File: config.mk
export PLATFORM = sky130hd
export DESIGN_NAME = n_queens_backtrack_search_core
export DESIGN_NICKNAME = d
export VERILOG_FILES = /design/src/rtl/nqbs_pkg.sv /design/src/rtl/nqbs_check.sv /design/src/rtl/n_queens_backtrack_search_core.sv
export VERILOG_INCLUDE_DIRS = /design/src /design/src/rtl
export SDC_FILE = /design/constraint.sdc
export NUM_CORES = 1
export LEC_CHECK = 0
export ABC_AREA = 1
export BUFFER_PORTS_ARGS = -buffer_cell sky130_fd_sc_hd__buf_2
export CAP_MARGIN = 40
export CORE_UTILIZATION = 53
export CTS_CLUSTER_DIAMETER = 100
export DETAILED_ROUTE_END_ITERATION = 7
export GPL_TIMING_DRIVEN = 0
export PLACE_DENSITY = 0.77
export SLEW_MARGIN = 30
export SYNTH_ARGS = -nofsm -noshare
export SYNTH_HDL_FRONTEND = slang
export SYNTH_SLANG_ARGS = --single-unit
File: constraint.sdc
create_clock -name i_clk -period 6.8 [get_ports i_clk]
set_input_delay 1.36 -clock i_clk [delete_from_list [all_inputs] [get_ports i_clk]]
set_output_delay 1.36 -clock i_clk [all_outputs]
set_load 0.02 [all_outputs]
File: src/rtl/assert_macros.svh
// ----------------------------------------------------------------------------
// Assertion macros
// Concurrent assertion wrappers; they are empty when SYNTH is defined.
// ----------------------------------------------------------------------------
`ifndef ASSERT_MACROS_SVH
`define ASSERT_MACROS_SVH

`ifndef SYNTH

// Check that an expression holds at every clock edge out of reset.
`define NQ_ASSERT(lbl, clk, rstn, prop, msg) \
    lbl: assert property (@(posedge clk) disable iff (!rstn) (prop)) else $error(msg);

// Check that a consequent holds in the cycle of its antecedent.
`define NQ_ASSERT_IMPL(lbl, clk, rstn, ante, cons, msg) \
    lbl: assert property (@(posedge clk) disable iff (!rstn) (ante) |-> (cons)) \
        else $error(msg);

`else

`define NQ_ASSERT(lbl, clk, rstn, prop, msg)
`define NQ_ASSERT_IMPL(lbl, clk, rstn, ante, cons, msg)

`endif

`endif

File: src/rtl/nqbs_pkg.sv
// ----------------------------------------------------------------------------
// N-queens search package
// Shared constants and helpers for the backtracking search core.
// ----------------------------------------------------------------------------
`timescale 1ns / 1ps

package nqbs_pkg;

    // Columns that fit the packed placement field
    localparam int PLACE_COLS  = 8;
    localparam int PLACE_BITS  = 3;
    localparam int PLACE_W     = PLACE_COLS * PLACE_BITS;

    localparam int DEF_MAX_N   = 8;

    localparam int CFG_W       = 4;
    localparam logic [CFG_W-1:0] BSIZE_RESET = 4'd8;

    localparam int SEEN_W      = 16;
    localparam logic [SEEN_W-1:0] SEEN_MAX = 16'hFFFF;

    localparam int IN_TDATA_W  = 8;
    localparam int OUT_TDATA_W = SEEN_W + PLACE_W;

    // Columns actually stored: the smaller of MAX_N and the placement width
    function automatic int nq_cols(input int max_n);
        nq_cols = (max_n < PLACE_COLS) ? max_n : PLACE_COLS;
    endfunction

endpackage

File: src/rtl/nqbs_check.sv
// ----------------------------------------------------------------------------
// N-queens attack check
// Compares the candidate row against one earlier queen: same row or diagonal.
// ----------------------------------------------------------------------------
`timescale 1ns / 1ps

module nqbs_check #(
    parameter int MAX_N = nqbs_pkg::DEF_MAX_N
) (
    input  logic [$clog2(nqbs_pkg::nq_cols(MAX_N)+1)-1:0] i_row_cur,
    input  logic [$clog2(nqbs_pkg::nq_cols(MAX_N)+1)-1:0] i_row_prev,
    input  logic [$clog2(nqbs_pkg::nq_cols(MAX_N)+1)-1:0] i_dist,
    output logic                                           o_hit
);
    import nqbs_pkg::*;

    localparam int NCOL = nq_cols(MAX_N);
    localparam int CW   = $clog2(NCOL + 1);

    logic [CW-1:0] diff;

    assign diff  = (i_row_cur >= i_row_prev) ? (i_row_cur - i_row_prev)
                                             : (i_row_prev - i_row_cur);
    assign o_hit = (i_row_cur == i_row_prev) || (diff == i_dist);

endmodule

File: src/rtl/n_queens_backtrack_search_core.sv
// ----------------------------------------------------------------------------
// N-queens backtracking search core
// Depth-first search that returns the next non-attacking placement per item.
// ----------------------------------------------------------------------------
// Usage:
//   Write the board size (1..8) on the cfg channel while the core is idle;
//   the write also clears the search. An s_axis item with tdata[0] = 1
//   restarts the search, with 0 resumes it. One result item per input item
//   leaves on m_axis: tuser = found, tdata = solution number in bits 15:0
//   and the placement (3 bits per column) in bits 39:16.
//   One item at a time: s_axis tready stays low until the result is loaded.
//   A node at column c fetches its row in the loop step, then compares it in
//   the shared attack check with each earlier column in turn; backing out of
//   a column passes through the back step. Each item also passes the start,
//   count and load steps; once the search is exhausted an item goes from the
//   start step straight to the load step. Reset returns the board size to 8
//   and clears the store at once (flip-flops, no clearing pass).
//   A stalled receiver holds the result; the next item can be accepted while
//   it waits and completes once the output register is free.
// ----------------------------------------------------------------------------
`timescale 1ns / 1ps
`include "assert_macros.svh"

module n_queens_backtrack_search_core #(
    parameter int MAX_N = nqbs_pkg::DEF_MAX_N
) (
    input  logic                               i_clk,
    input  logic                               i_rst_n,
    // config write: board size
    input  logic                               i_cfg_valid,
    output logic                               o_cfg_ready,
    input  logic [nqbs_pkg::CFG_W-1:0]         i_cfg_data,
    // tdata: [0] restart, [7:1] zero
    input  logic                               i_s_axis_tvalid,
    output logic                               o_s_axis_tready,
    input  logic [nqbs_pkg::IN_TDATA_W-1:0]    i_s_axis_tdata,
    // tdata: [15:0] solution_number, [39:16] placement
    output logic                               o_m_axis_tvalid,
    input  logic                               i_m_axis_tready,
    output logic [nqbs_pkg::OUT_TDATA_W-1:0]   o_m_axis_tdata,
    // tuser: [0] found
    output logic                               o_m_axis_tuser
);
    import nqbs_pkg::*;

    localparam int NCOL = nq_cols(MAX_N);
    localparam int CW   = $clog2(NCOL + 1);
    localparam int IW   = $clog2(NCOL);

    localparam logic [2:0] S_IDLE  = 3'd0;
    localparam logic [2:0] S_START = 3'd1;
    localparam logic [2:0] S_LOOP  = 3'd2;
    localparam logic [2:0] S_BACK  = 3'd3;
    localparam logic [2:0] S_CHECK = 3'd4;
    localparam logic [2:0] S_FIN   = 3'd5;
    localparam logic [2:0] S_DONE  = 3'd6;

    logic [2:0]             r_state, n_state;
    logic [CFG_W-1:0]       r_bsize, n_bsize;
    logic [CW-1:0]          r_rows [NCOL];
    logic [CW-1:0]          n_rows [NCOL];
    logic [CW-1:0]          r_col, n_col;
    logic                   r_exh, n_exh;
    logic [SEEN_W-1:0]      r_seen, n_seen;
    logic [CW-1:0]          r_cur, n_cur;
    logic [CW-1:0]          r_i, n_i;
    logic                   r_ovalid, n_ovalid;
    logic                   r_ouser, n_ouser;
    logic [OUT_TDATA_W-1:0] r_odata, n_odata;

    logic                   cfg_acc;
    logic                   in_acc;
    logic [CFG_W-1:0]       n_eff4;
    logic [CW-1:0]          n_eff;
    logic [CW-1:0]          col_c;
    logic [CW-1:0]          col_m1;
    logic                   start_back;
    logic [IW-1:0]          rd_addr;
    logic [CW-1:0]          rd_q;
    logic [CW-1:0]          chk_dist;
    logic                   chk_hit;
    logic [PLACE_W-1:0]     placement;

    assign cfg_acc         = i_cfg_valid && o_cfg_ready;
    assign in_acc          = i_s_axis_tvalid && o_s_axis_tready;
    assign o_cfg_ready     = (r_state == S_IDLE);
    assign o_s_axis_tready = (r_state == S_IDLE) && !i_cfg_valid;

    // Board size in use: zero acts as one, large values saturate
    assign n_eff4 = (r_bsize == '0)           ? CFG_W'(1) :
                    (r_bsize > CFG_W'(NCOL))  ? CFG_W'(NCOL) : r_bsize;
    assign n_eff  = n_eff4[CW-1:0];

    assign col_c      = (r_col > n_eff) ? n_eff : r_col;
    assign col_m1     = col_c - CW'(1);
    assign start_back = (col_c == n_eff) && (col_c != '0);

    // Single addressed read port into the row store for the search steps
    always_comb begin
        rd_addr = '0;
        case (r_state)
            S_START: rd_addr = col_m1[IW-1:0];
            S_LOOP:  rd_addr = r_col[IW-1:0];
            S_BACK:  rd_addr = r_col[IW-1:0];
            S_CHECK: rd_addr = r_i[IW-1:0];
            default: rd_addr = '0;
        endcase
    end

    assign rd_q     = r_rows[rd_addr];
    assign chk_dist = r_col - r_i;

    nqbs_check #(
        .MAX_N      (MAX_N)
    ) u_check (
        .i_row_cur  (r_cur),
        .i_row_prev (rd_q),
        .i_dist     (chk_dist),
        .o_hit      (chk_hit)
    );

    // Columns at or beyond the board size read as zero
    always_comb begin
        placement = '0;
        for (int c = 0; c < NCOL; c++) begin
            if (CW'(c) < n_eff) begin
                placement[c*PLACE_BITS +: PLACE_BITS] = r_rows[c][PLACE_BITS-1:0];
            end
        end
    end

    always_comb begin
        n_state  = r_state;
        n_bsize  = r_bsize;
        n_rows   = r_rows;
        n_col    = r_col;
        n_exh    = r_exh;
        n_seen   = r_seen;
        n_cur    = r_cur;
        n_i      = r_i;
        n_ouser  = r_ouser;
        n_odata  = r_odata;
        n_ovalid = r_ovalid && !i_m_axis_tready;

        case (r_state)
            S_IDLE: begin
                if (cfg_acc || (in_acc && i_s_axis_tdata[0])) begin
                    for (int c = 0; c < NCOL; c++) begin
                        n_rows[c] = '0;
                    end
                    n_col  = '0;
                    n_exh  = 1'b0;
                    n_seen = '0;
                end
                if (cfg_acc) begin
                    n_bsize = i_cfg_data;
                end else if (in_acc) begin
                    n_state = S_START;
                end
            end
            S_START: begin
                if (r_exh) begin
                    n_state = S_DONE;
                end else begin
                    n_state = S_LOOP;
                    // Resume past the last full placement
                    if (start_back) begin
                        n_col           = col_m1;
                        n_rows[rd_addr] = rd_q + CW'(1);
                    end else begin
                        n_col = col_c;
                    end
                end
            end
            S_LOOP: begin
                if (r_col >= n_eff) begin
                    n_state = S_FIN;
                end else if (rd_q >= n_eff) begin
                    n_rows[rd_addr] = '0;
                    if (r_col == '0) begin
                        n_exh   = 1'b1;
                        n_state = S_FIN;
                    end else begin
                        n_col   = r_col - CW'(1);
                        n_state = S_BACK;
                    end
                end else begin
                    n_cur   = rd_q;
                    n_i     = '0;
                    n_state = S_CHECK;
                end
            end
            S_BACK: begin
                // Advance the queen of the column backed into
                n_rows[rd_addr] = rd_q + CW'(1);
                n_state         = S_LOOP;
            end
            S_CHECK: begin
                if (r_i == r_col) begin
                    n_col   = r_col + CW'(1);
                    n_state = S_LOOP;
                end else if (chk_hit) begin
                    n_rows[r_col[IW-1:0]] = r_cur + CW'(1);
                    n_state               = S_LOOP;
                end else begin
                    n_i = r_i + CW'(1);
                end
            end
            S_FIN: begin
                if (!r_exh && (r_seen != SEEN_MAX)) begin
                    n_seen = r_seen + SEEN_W'(1);
                end
                n_state = S_DONE;
            end
            S_DONE: begin
                // Hold until the output register is free
                if (!r_ovalid || i_m_axis_tready) begin
                    n_ovalid = 1'b1;
                    n_ouser  = !r_exh;
                    n_odata  = {(r_exh ? {PLACE_W{1'b0}} : placement), r_seen};
                    n_state  = S_IDLE;
                end
            end
            default: begin
                n_state = S_IDLE;
            end
        endcase
    end

    always_ff @(posedge i_clk) begin
        if (!i_rst_n) begin
            r_state  <= S_IDLE;
            r_bsize  <= BSIZE_RESET;
            for (int c = 0; c < NCOL; c++) begin
                r_rows[c] <= '0;
            end
            r_col    <= '0;
            r_exh    <= 1'b0;
            r_seen   <= '0;
            r_ovalid <= 1'b0;
        end else begin
            r_state  <= n_state;
            r_bsize  <= n_bsize;
            r_rows   <= n_rows;
            r_col    <= n_col;
            r_exh    <= n_exh;
            r_seen   <= n_seen;
            r_ovalid <= n_ovalid;
        end
    end

    always_ff @(posedge i_clk) begin
        r_cur   <= n_cur;
        r_i     <= n_i;
        r_ouser <= n_ouser;
        r_odata <= n_odata;
    end

    assign o_m_axis_tvalid = r_ovalid;
    assign o_m_axis_tdata  = r_odata;
    assign o_m_axis_tuser  = r_ouser;

    `NQ_ASSERT_IMPL(a_col_bound, i_clk, i_rst_n,
        (r_state == S_LOOP) || (r_state == S_CHECK), r_col <= n_eff,
        "column beyond board size")
    `NQ_ASSERT_IMPL(a_scan_bound, i_clk, i_rst_n, r_state == S_CHECK, r_i <= r_col,
        "check index past current column")
    `NQ_ASSERT_IMPL(a_exh_zero, i_clk, i_rst_n, o_m_axis_tvalid && !o_m_axis_tuser,
        o_m_axis_tdata[OUT_TDATA_W-1:SEEN_W] == '0, "exhausted result carries a placement")
    `NQ_ASSERT_IMPL(a_load_done, i_clk, i_rst_n, $rose(o_m_axis_tvalid),
        $past(r_state) == S_DONE, "result loaded outside the done step")

endmodule

# Word level (Yosys, flattened, before mapping)

Cells that the tools add are included.

Register bits: 110
Bits of input ports: 17
Output and inout port bits: 44
Logic and storage cells: 193

$add $sub $neg: 10
$lt $le $gt $ge: 17
Eq/ne operators: 28
Multiplexer cells: 55
Bitwise operators: 14
Reductions and logical operators: 43

Operator list:

| kind                                                                        | count |
|---|---|
| 32-bit two-way mux                                                          | 7 |
| 32-bit case mux with 5 select lines                                         | 1 |
| 4-bit two-way mux                                                           | 19 |
| 32-bit bitwise mux                                                          | 2 |
| 32-bit bitwise AND                                                          | 1 |
| 16-bit two-way mux                                                          | 2 |
| 32-bit NOT                                                                  | 1 |
| 16-bit case mux with 2 select lines                                         | 1 |
| 2-bit inequality test, second input constant                                | 14 |
| 3-bit two-way mux                                                           | 9 |
| 4-bit demux with 3-bit select                                               | 2 |
| 3-bit case mux with 7 select lines                                          | 1 |
| 2-bit OR reduction                                                          | 9 |
| 16-bit by 1-bit adder with 16-bit output, second input constant             | 1 |
| 4-bit by 1-bit adder with 4-bit output, second input constant               | 4 |
| 4-bit equality test                                                         | 4 |
| 3-bit by 4-bit less-than comparator with 1-bit output, first input constant | 4 |
| 16-bit inequality test, second input constant                               | 1 |
| 4-bit case mux with 4 select lines                                          | 1 |
| 4-bit binary-select mux with 3-bit select                                   | 1 |
| 4-bit greater-or-equal comparator                                           | 3 |
| 4-bit subtractor                                                            | 3 |
| 1-bit NOT                                                                   | 10 |
| 5-bit AND reduction                                                         | 2 |
| 30 further kinds                                                            | 64 |

# Logic depth before layout (Yosys ltp)

Word-level depth: 18
Gate-level depth with buffers: 41
Gate-level depth less buffers: 40

# Modules after synthesis

Synthesis repeated with hierarchy kept, for this count alone.

Cell total of the unflattened synthesis: 1007
Area, all modules: 7353.3 µm²

By module, submodules not included:

| module                         | times used | cells an instance | area an instance (µm²) | seq. area each (µm²) |
|---|---|---|---|---|
| n_queens_backtrack_search_core | 1          | 926               | 6849.1                 | 2692.6 |
| nqbs_check                     | 1          | 81                | 504.2                  | 0.0 |

# Least setup slack after synthesis

No wires, ideal clock.

Path kind: register to register
From: register r_bsize[3]
To: register r_rows[6] in the netlist's numbering
Library setup time: 0.071 ns
Arrival: 4.702 ns
Required time: 6.729 ns
Setup slack: 2.027 ns
Cell stages (with the launch flop): 39
Path buffers: 2
Clock period less this slack: 4.773 ns
Path through: dfxtp_1 > buf_2 > nor2_1 > inv_1 > ha_1 > nand2_1 > nand2_1 > nand2_1 > nand2_2 > nand2_4 > nand2_2 > nand2_1 > inv_2 > ha_1 > nor2_1 > inv_1 > o221ai_4 > inv_2 > [3 not listed] > nand2_2 > inv_2 > ha_1 > fa_1 > o21bai_1 > a211oi_2 > or2_0 > o21ai_0 > xor2_1 > nand3_1 > nand2_1 > nor2_1 > nor2_4 > inv_4 > nor2_8 > buf_6 > nand2_1 > a21oi_1

Longest elaborated chain between the ends: 17
Elaborated cells between the ends (all ways): 43
Those cells by class: add/sub (4); order compare (7); eq/ne (7); mux (16); bitwise (3); reduce/logical (6)

Ends and longest elaborated chain:

| element                                                  | RTL line                              | source |
|---|---|---|
| start: declaration                                       | n_queens_backtrack_search_core.sv:59  | `logic [CFG_W-1:0] r_bsize, n_bsize;` |
| start signal: assignment                                 | n_queens_backtrack_search_core.sv:243 | `r_bsize <= n_bsize;` |
| 4-bit > comparator                                       | n_queens_backtrack_search_core.sv:91  | `(r_bsize > CFG_W'(NCOL)) ? CFG_W'(NCOL) : r_bsize;` |
| 4-bit two-way mux                                        | n_queens_backtrack_search_core.sv:91  |  |
| 4-bit two-way mux (*)                                    | n_queens_backtrack_search_core.sv:90  | `assign n_eff4 = (r_bsize == '0) ? CFG_W'(1) :` |
| 4-bit > comparator                                       | n_queens_backtrack_search_core.sv:94  | `assign col_c = (r_col > n_eff) ? n_eff : r_col;` |
| 4-bit two-way mux (*)                                    | n_queens_backtrack_search_core.sv:94  |  |
| 4-bit by 1-bit subtractor with 4-bit output (*)          | n_queens_backtrack_search_core.sv:95  | `assign col_m1 = col_c - CW'(1);` |
| 3-bit case mux with 3 select lines (*)                   | n_queens_backtrack_search_core.sv:101 | `case (r_state)` |
| 3-bit NOT with 4-bit output (implied by the code) (*)    | n_queens_backtrack_search_core.sv:110 | `assign rd_q = r_rows[rd_addr];` |
| 4-bit binary-select mux with 3-bit select (*)            | n_queens_backtrack_search_core.sv:110 |  |
| 4-bit two-way mux (implied by the code) (*) (2 in a row) | n_queens_backtrack_search_core.sv:110 |  |
| via rd_q[0]                                              | n_queens_backtrack_search_core.sv:79  | `logic [CW-1:0] rd_q;` |
| 4-bit subtractor (tied with other cells)                 | nqbs_check.sv:23                      | `: (i_row_prev - i_row_cur);` |
| 4-bit two-way mux                                        | nqbs_check.sv:22                      | `assign diff = (i_row_cur >= i_row_prev) ? (i_row_cur - i_row_prev)` |
| 4-bit equality test                                      | nqbs_check.sv:24                      | `assign o_hit = (i_row_cur == i_row_prev) \|\| (diff == i_dist);` |
| 1-bit logical OR                                         | nqbs_check.sv:24                      |  |
| 2-bit inequality test (no source line)                   | -                                     |  |
| 8-bit AND reduction (no source line)                     | -                                     |  |
| end signal: assignment                                   | n_queens_backtrack_search_core.sv:244 | `r_rows <= n_rows;` |
| end: declaration                                         | n_queens_backtrack_search_core.sv:60  | `logic [CW-1:0] r_rows [NCOL];` |

The timed path passes the listed nets; every way through them passes the cells marked *. The select of a mux whose other input is x is not followed.
A chain may end at the register's enable or synchronous reset.

# Worst setup path in the final report

From: register r_bsize[3]
To: register r_rows[10] in the netlist's numbering

Same word-level chain as after synthesis.

==> results.json <==
{
  "power_mw": 3.94,
  "ys_seq_area_share_pct": 38.0,
  "hold_class": "reg2reg",
  "synthCells": 968,
  "grt_overflow": 0,
  "status": "complete, no violations",
  "antenna_cells": 0,
  "core_area_sq_um": 12800,
  "pwr-share-comb_pct": 66.1,
  "cp.required_ns": 7.09,
  "maxCapViolations": 0,
  "h-tree-depth": 3,
  "path_class": "reg2reg",
  "grt_pass1_vias": 6193,
  "start_util_pct": 55.2,
  "power_switching_share_pct": 52.8,
  "hold_viol": 0,
  "crit_path_start_kind": "flip-flop",
  "clkSinkCount": 110,
  "clk_latency_ns": 0.36,
  "critPathArrivalTime_ns": 6.25,
  "drc": 0,
  "intPower_mw": 1.86,
  "cts_buffers": 9,
  "p_seq_share_pct": 19.9,
  "yosysMostFrequentCell": "nand2_1",
  "slew_headroom_pct": 44.8,
  "net-switching-power_mw": 2.08,
  "synth_edf_count": 49,
  "synth.avg_cell_area_sq_um": 7.31,
  "ctsLongestPathBuffers": 2,
  "period_share_pct": 87.6,
  "fp.dieW_um": 118,
  "initialDrtViolationCount": 769,
  "synth_area_leaders": "edfxtp_1 21%, dfxtp_1 17%, nand2_1 14%, inv_1 5.6%, nor2_1 5.5%",
  "synthAdderAreaFrac_pct": 5.73,
  "postCtsSetupBuffers": 0,
  "ctsHoldBuffers": 0,
  "drive_above_1_share_pct": 15.1,
  "critPathMostFrequentCell": "nand2_1",
  "finalSetupTns_ns": 0,
  "path_max_fanout": 10,
  "critPathTopFamily": "simple AND/OR/NAND/NOR gates",
  "layoutNonFillerInstCount": 1218,
  "fin_util_pct": 62.0,
  "rsz0062_at_grt": "false",
  "io-pin-count": 61,
  "critical_path.slowest_cell": "fa_1",
  "syn-cell-area_sq_um": 7080,
  "fillCellCount": 1171,
  "fin_nets": 1088,
  "firstDrtPassIters": 6,
  "viasPerCell": 5.53,
  "synth-xor-area-share_pct": 2.37,
  "synth_top_area_cell": "edfxtp_1",
  "ys_seq_elements": 110,
  "cp.buffers_inverters": 9,
  "worst_pin_slew_ns": 0.829,
  "end_kind": "flip-flop",
  "async_flop_share_pct": 0,
  "p_per_area_nw_per_um2": 496,
  "leakagePower_nw": 3.38,
  "yosysUniqueCellTypes": 54,
  "yosys.area_share.simple_pct": 28.8,
  "cts_tree": "yes",
  "synth_top_family_by_area": "simple AND/OR/NAND/NOR gates",
  "ir_drop_mv": 0.292,
  "fmax_mhz": 168,
  "hold_slack_ns": 0.443,
  "area_growth_pct": 12.2,
  "postCtsResizedCells": 0,
  "period_needed_ns": 5.96,
  "place_hpwl_um": 14800,
  "synth_compound_area_share_pct": 16.3,
  "setup_viol": 0,
  "routedWlPerCell_um": 15.9,
  "routed_wl_um": 19400,
  "fin_worst_skew_ns": 0.00815,
  "io_buffers": 53,
  "die_h_um": 118,
  "max_stage_delay_ns": 0.42,
  "path_clk_slew_ns": 0.08,
  "netlist_top_cells_count": "260 x nand2_1, 106 x inv_1, 103 x nor2_1",
  "finalMaxSlewViolations": 0,
  "postRouteAntennaNets": 0,
  "num_vias": 6730,
  "synth.yosys.warnings": 0,
  "place_congestion": 1.01,
  "grt_first_pass_wirelength_um": 31400,
  "synth_ff_type": "dfxtp_1",
  "synthesis.nets": 1015,
  "synthMuxAreaShare_pct": 0,
  "dieArea_sq_um": 13800,
  "p_clk_share_pct": 14.1,
  "grt_usage_pct": 29.1,
  "num_rows": 41,
  "grt_max_degree": 23,
  "placed_cells": 1201,
  "antenna_found_initial": 0,
  "cts-root-buf": "clkbuf_16",
  "synth_top_cell_area_share_pct": 20.8
}
==> per-layer routing <==
metal | part of all wire (%) | wire length, um | track usage [%]
met1 | 44 | 8580 | 39.4
met2 | 44 | 8520 | 44.9
met3 | 8.3 | 1600 | 5.09
met4 | 3.6 | 705 | 13.9
met5 | 0 | 0 | 0
==> placed cells by master (no fill, tap or decap), types with 3 or more instances in the layout <==
master,n
a21oi_1,70
a21oi_2,6
a221oi_1,4
a31oi_1,4
buf_2,65
buf_4,6
buf_6,4
clkbuf_1,9
clkbuf_16,9
dfxtp_1,61
edfxtp_1,49
fa_1,4
ha_1,26
inv_1,106
inv_2,15
inv_4,3
nand2_1,260
nand2_2,11
nand2_4,4
nand3_1,42
nand3_2,5
nand3b_1,5
nor2_1,102
nor2_2,5
nor2_4,4
nor3_1,17
o211ai_1,12
o21ai_0,66
o21ai_1,6
o21bai_1,4
o22ai_1,9
xnor2_1,7
xor2_1,9
==> kinds of logic (layout without fill, tap and decap cells) <==
group	count (synthesis)	after routing
buf+inv	150	228
simple gates	466	466
fa+ha+maj	30	30
flops	110	110
compound gates	195	195
xor+xnor	17	17
==> power by group through the flow <==
stage	registers, mW	clock network (mW)	logic, mW
3_5_place_dp	0.796	0	2.53
5_1_grt	0.787	0.584	2.89
3_3_place_gp	0.796	0	2.49
4_1_cts	0.781	0.558	2.54
2_1_floorplan	0.786	0	1.92
6_report	0.782	0.555	2.60
==> cell type report <==
cell class              count  area (sq um)  area share, %
clock buffers               9           225           2.83
inverters                 125           477           6.00
flip-flops and latches    110          2690           33.9
multi-input cells         708          3770           47.5
repair buffers             62           338           4.25
plain buffers              25           146           1.84
well taps                 172           215           2.71
clock inverters             7          81.3           1.02
==> stage by stage <==
| step | worst slack [ns] | area, sq um |
|---|---|---|
| CTS | 0.940 | 7940 |
| finish | 0.840 | 7950 |
| floorplan | 2.03 | 7080 |
| detailed placement | 0.972 | 7630 |
| global placement | 1.05 | 7560 |
| global route | 0.220 | 7950 |
==> final timing paths <==
path                            cells after the start                 to  startpoint  slack [ns]
worst max-delay path                               37         r_rows[10]  r_bsize[3]        0.84
worst min-delay path                                0  o_m_axis_tdata[5]   r_seen[5]        0.44
worst max register to register                     37         r_rows[10]  r_bsize[3]        0.84
worst min register to register                      0  o_m_axis_tdata[5]   r_seen[5]        0.44
==> state kept, by name, summed over array words and instances, names as in the netlist, 3 cells and up <==
register,cells
o_m_axis_tdata,40
r_i,4
r_bsize,4
r_cur,4
r_seen,16
r_state,3
r_rows,32
r_col,4
(Power assumes the default switching activity.)
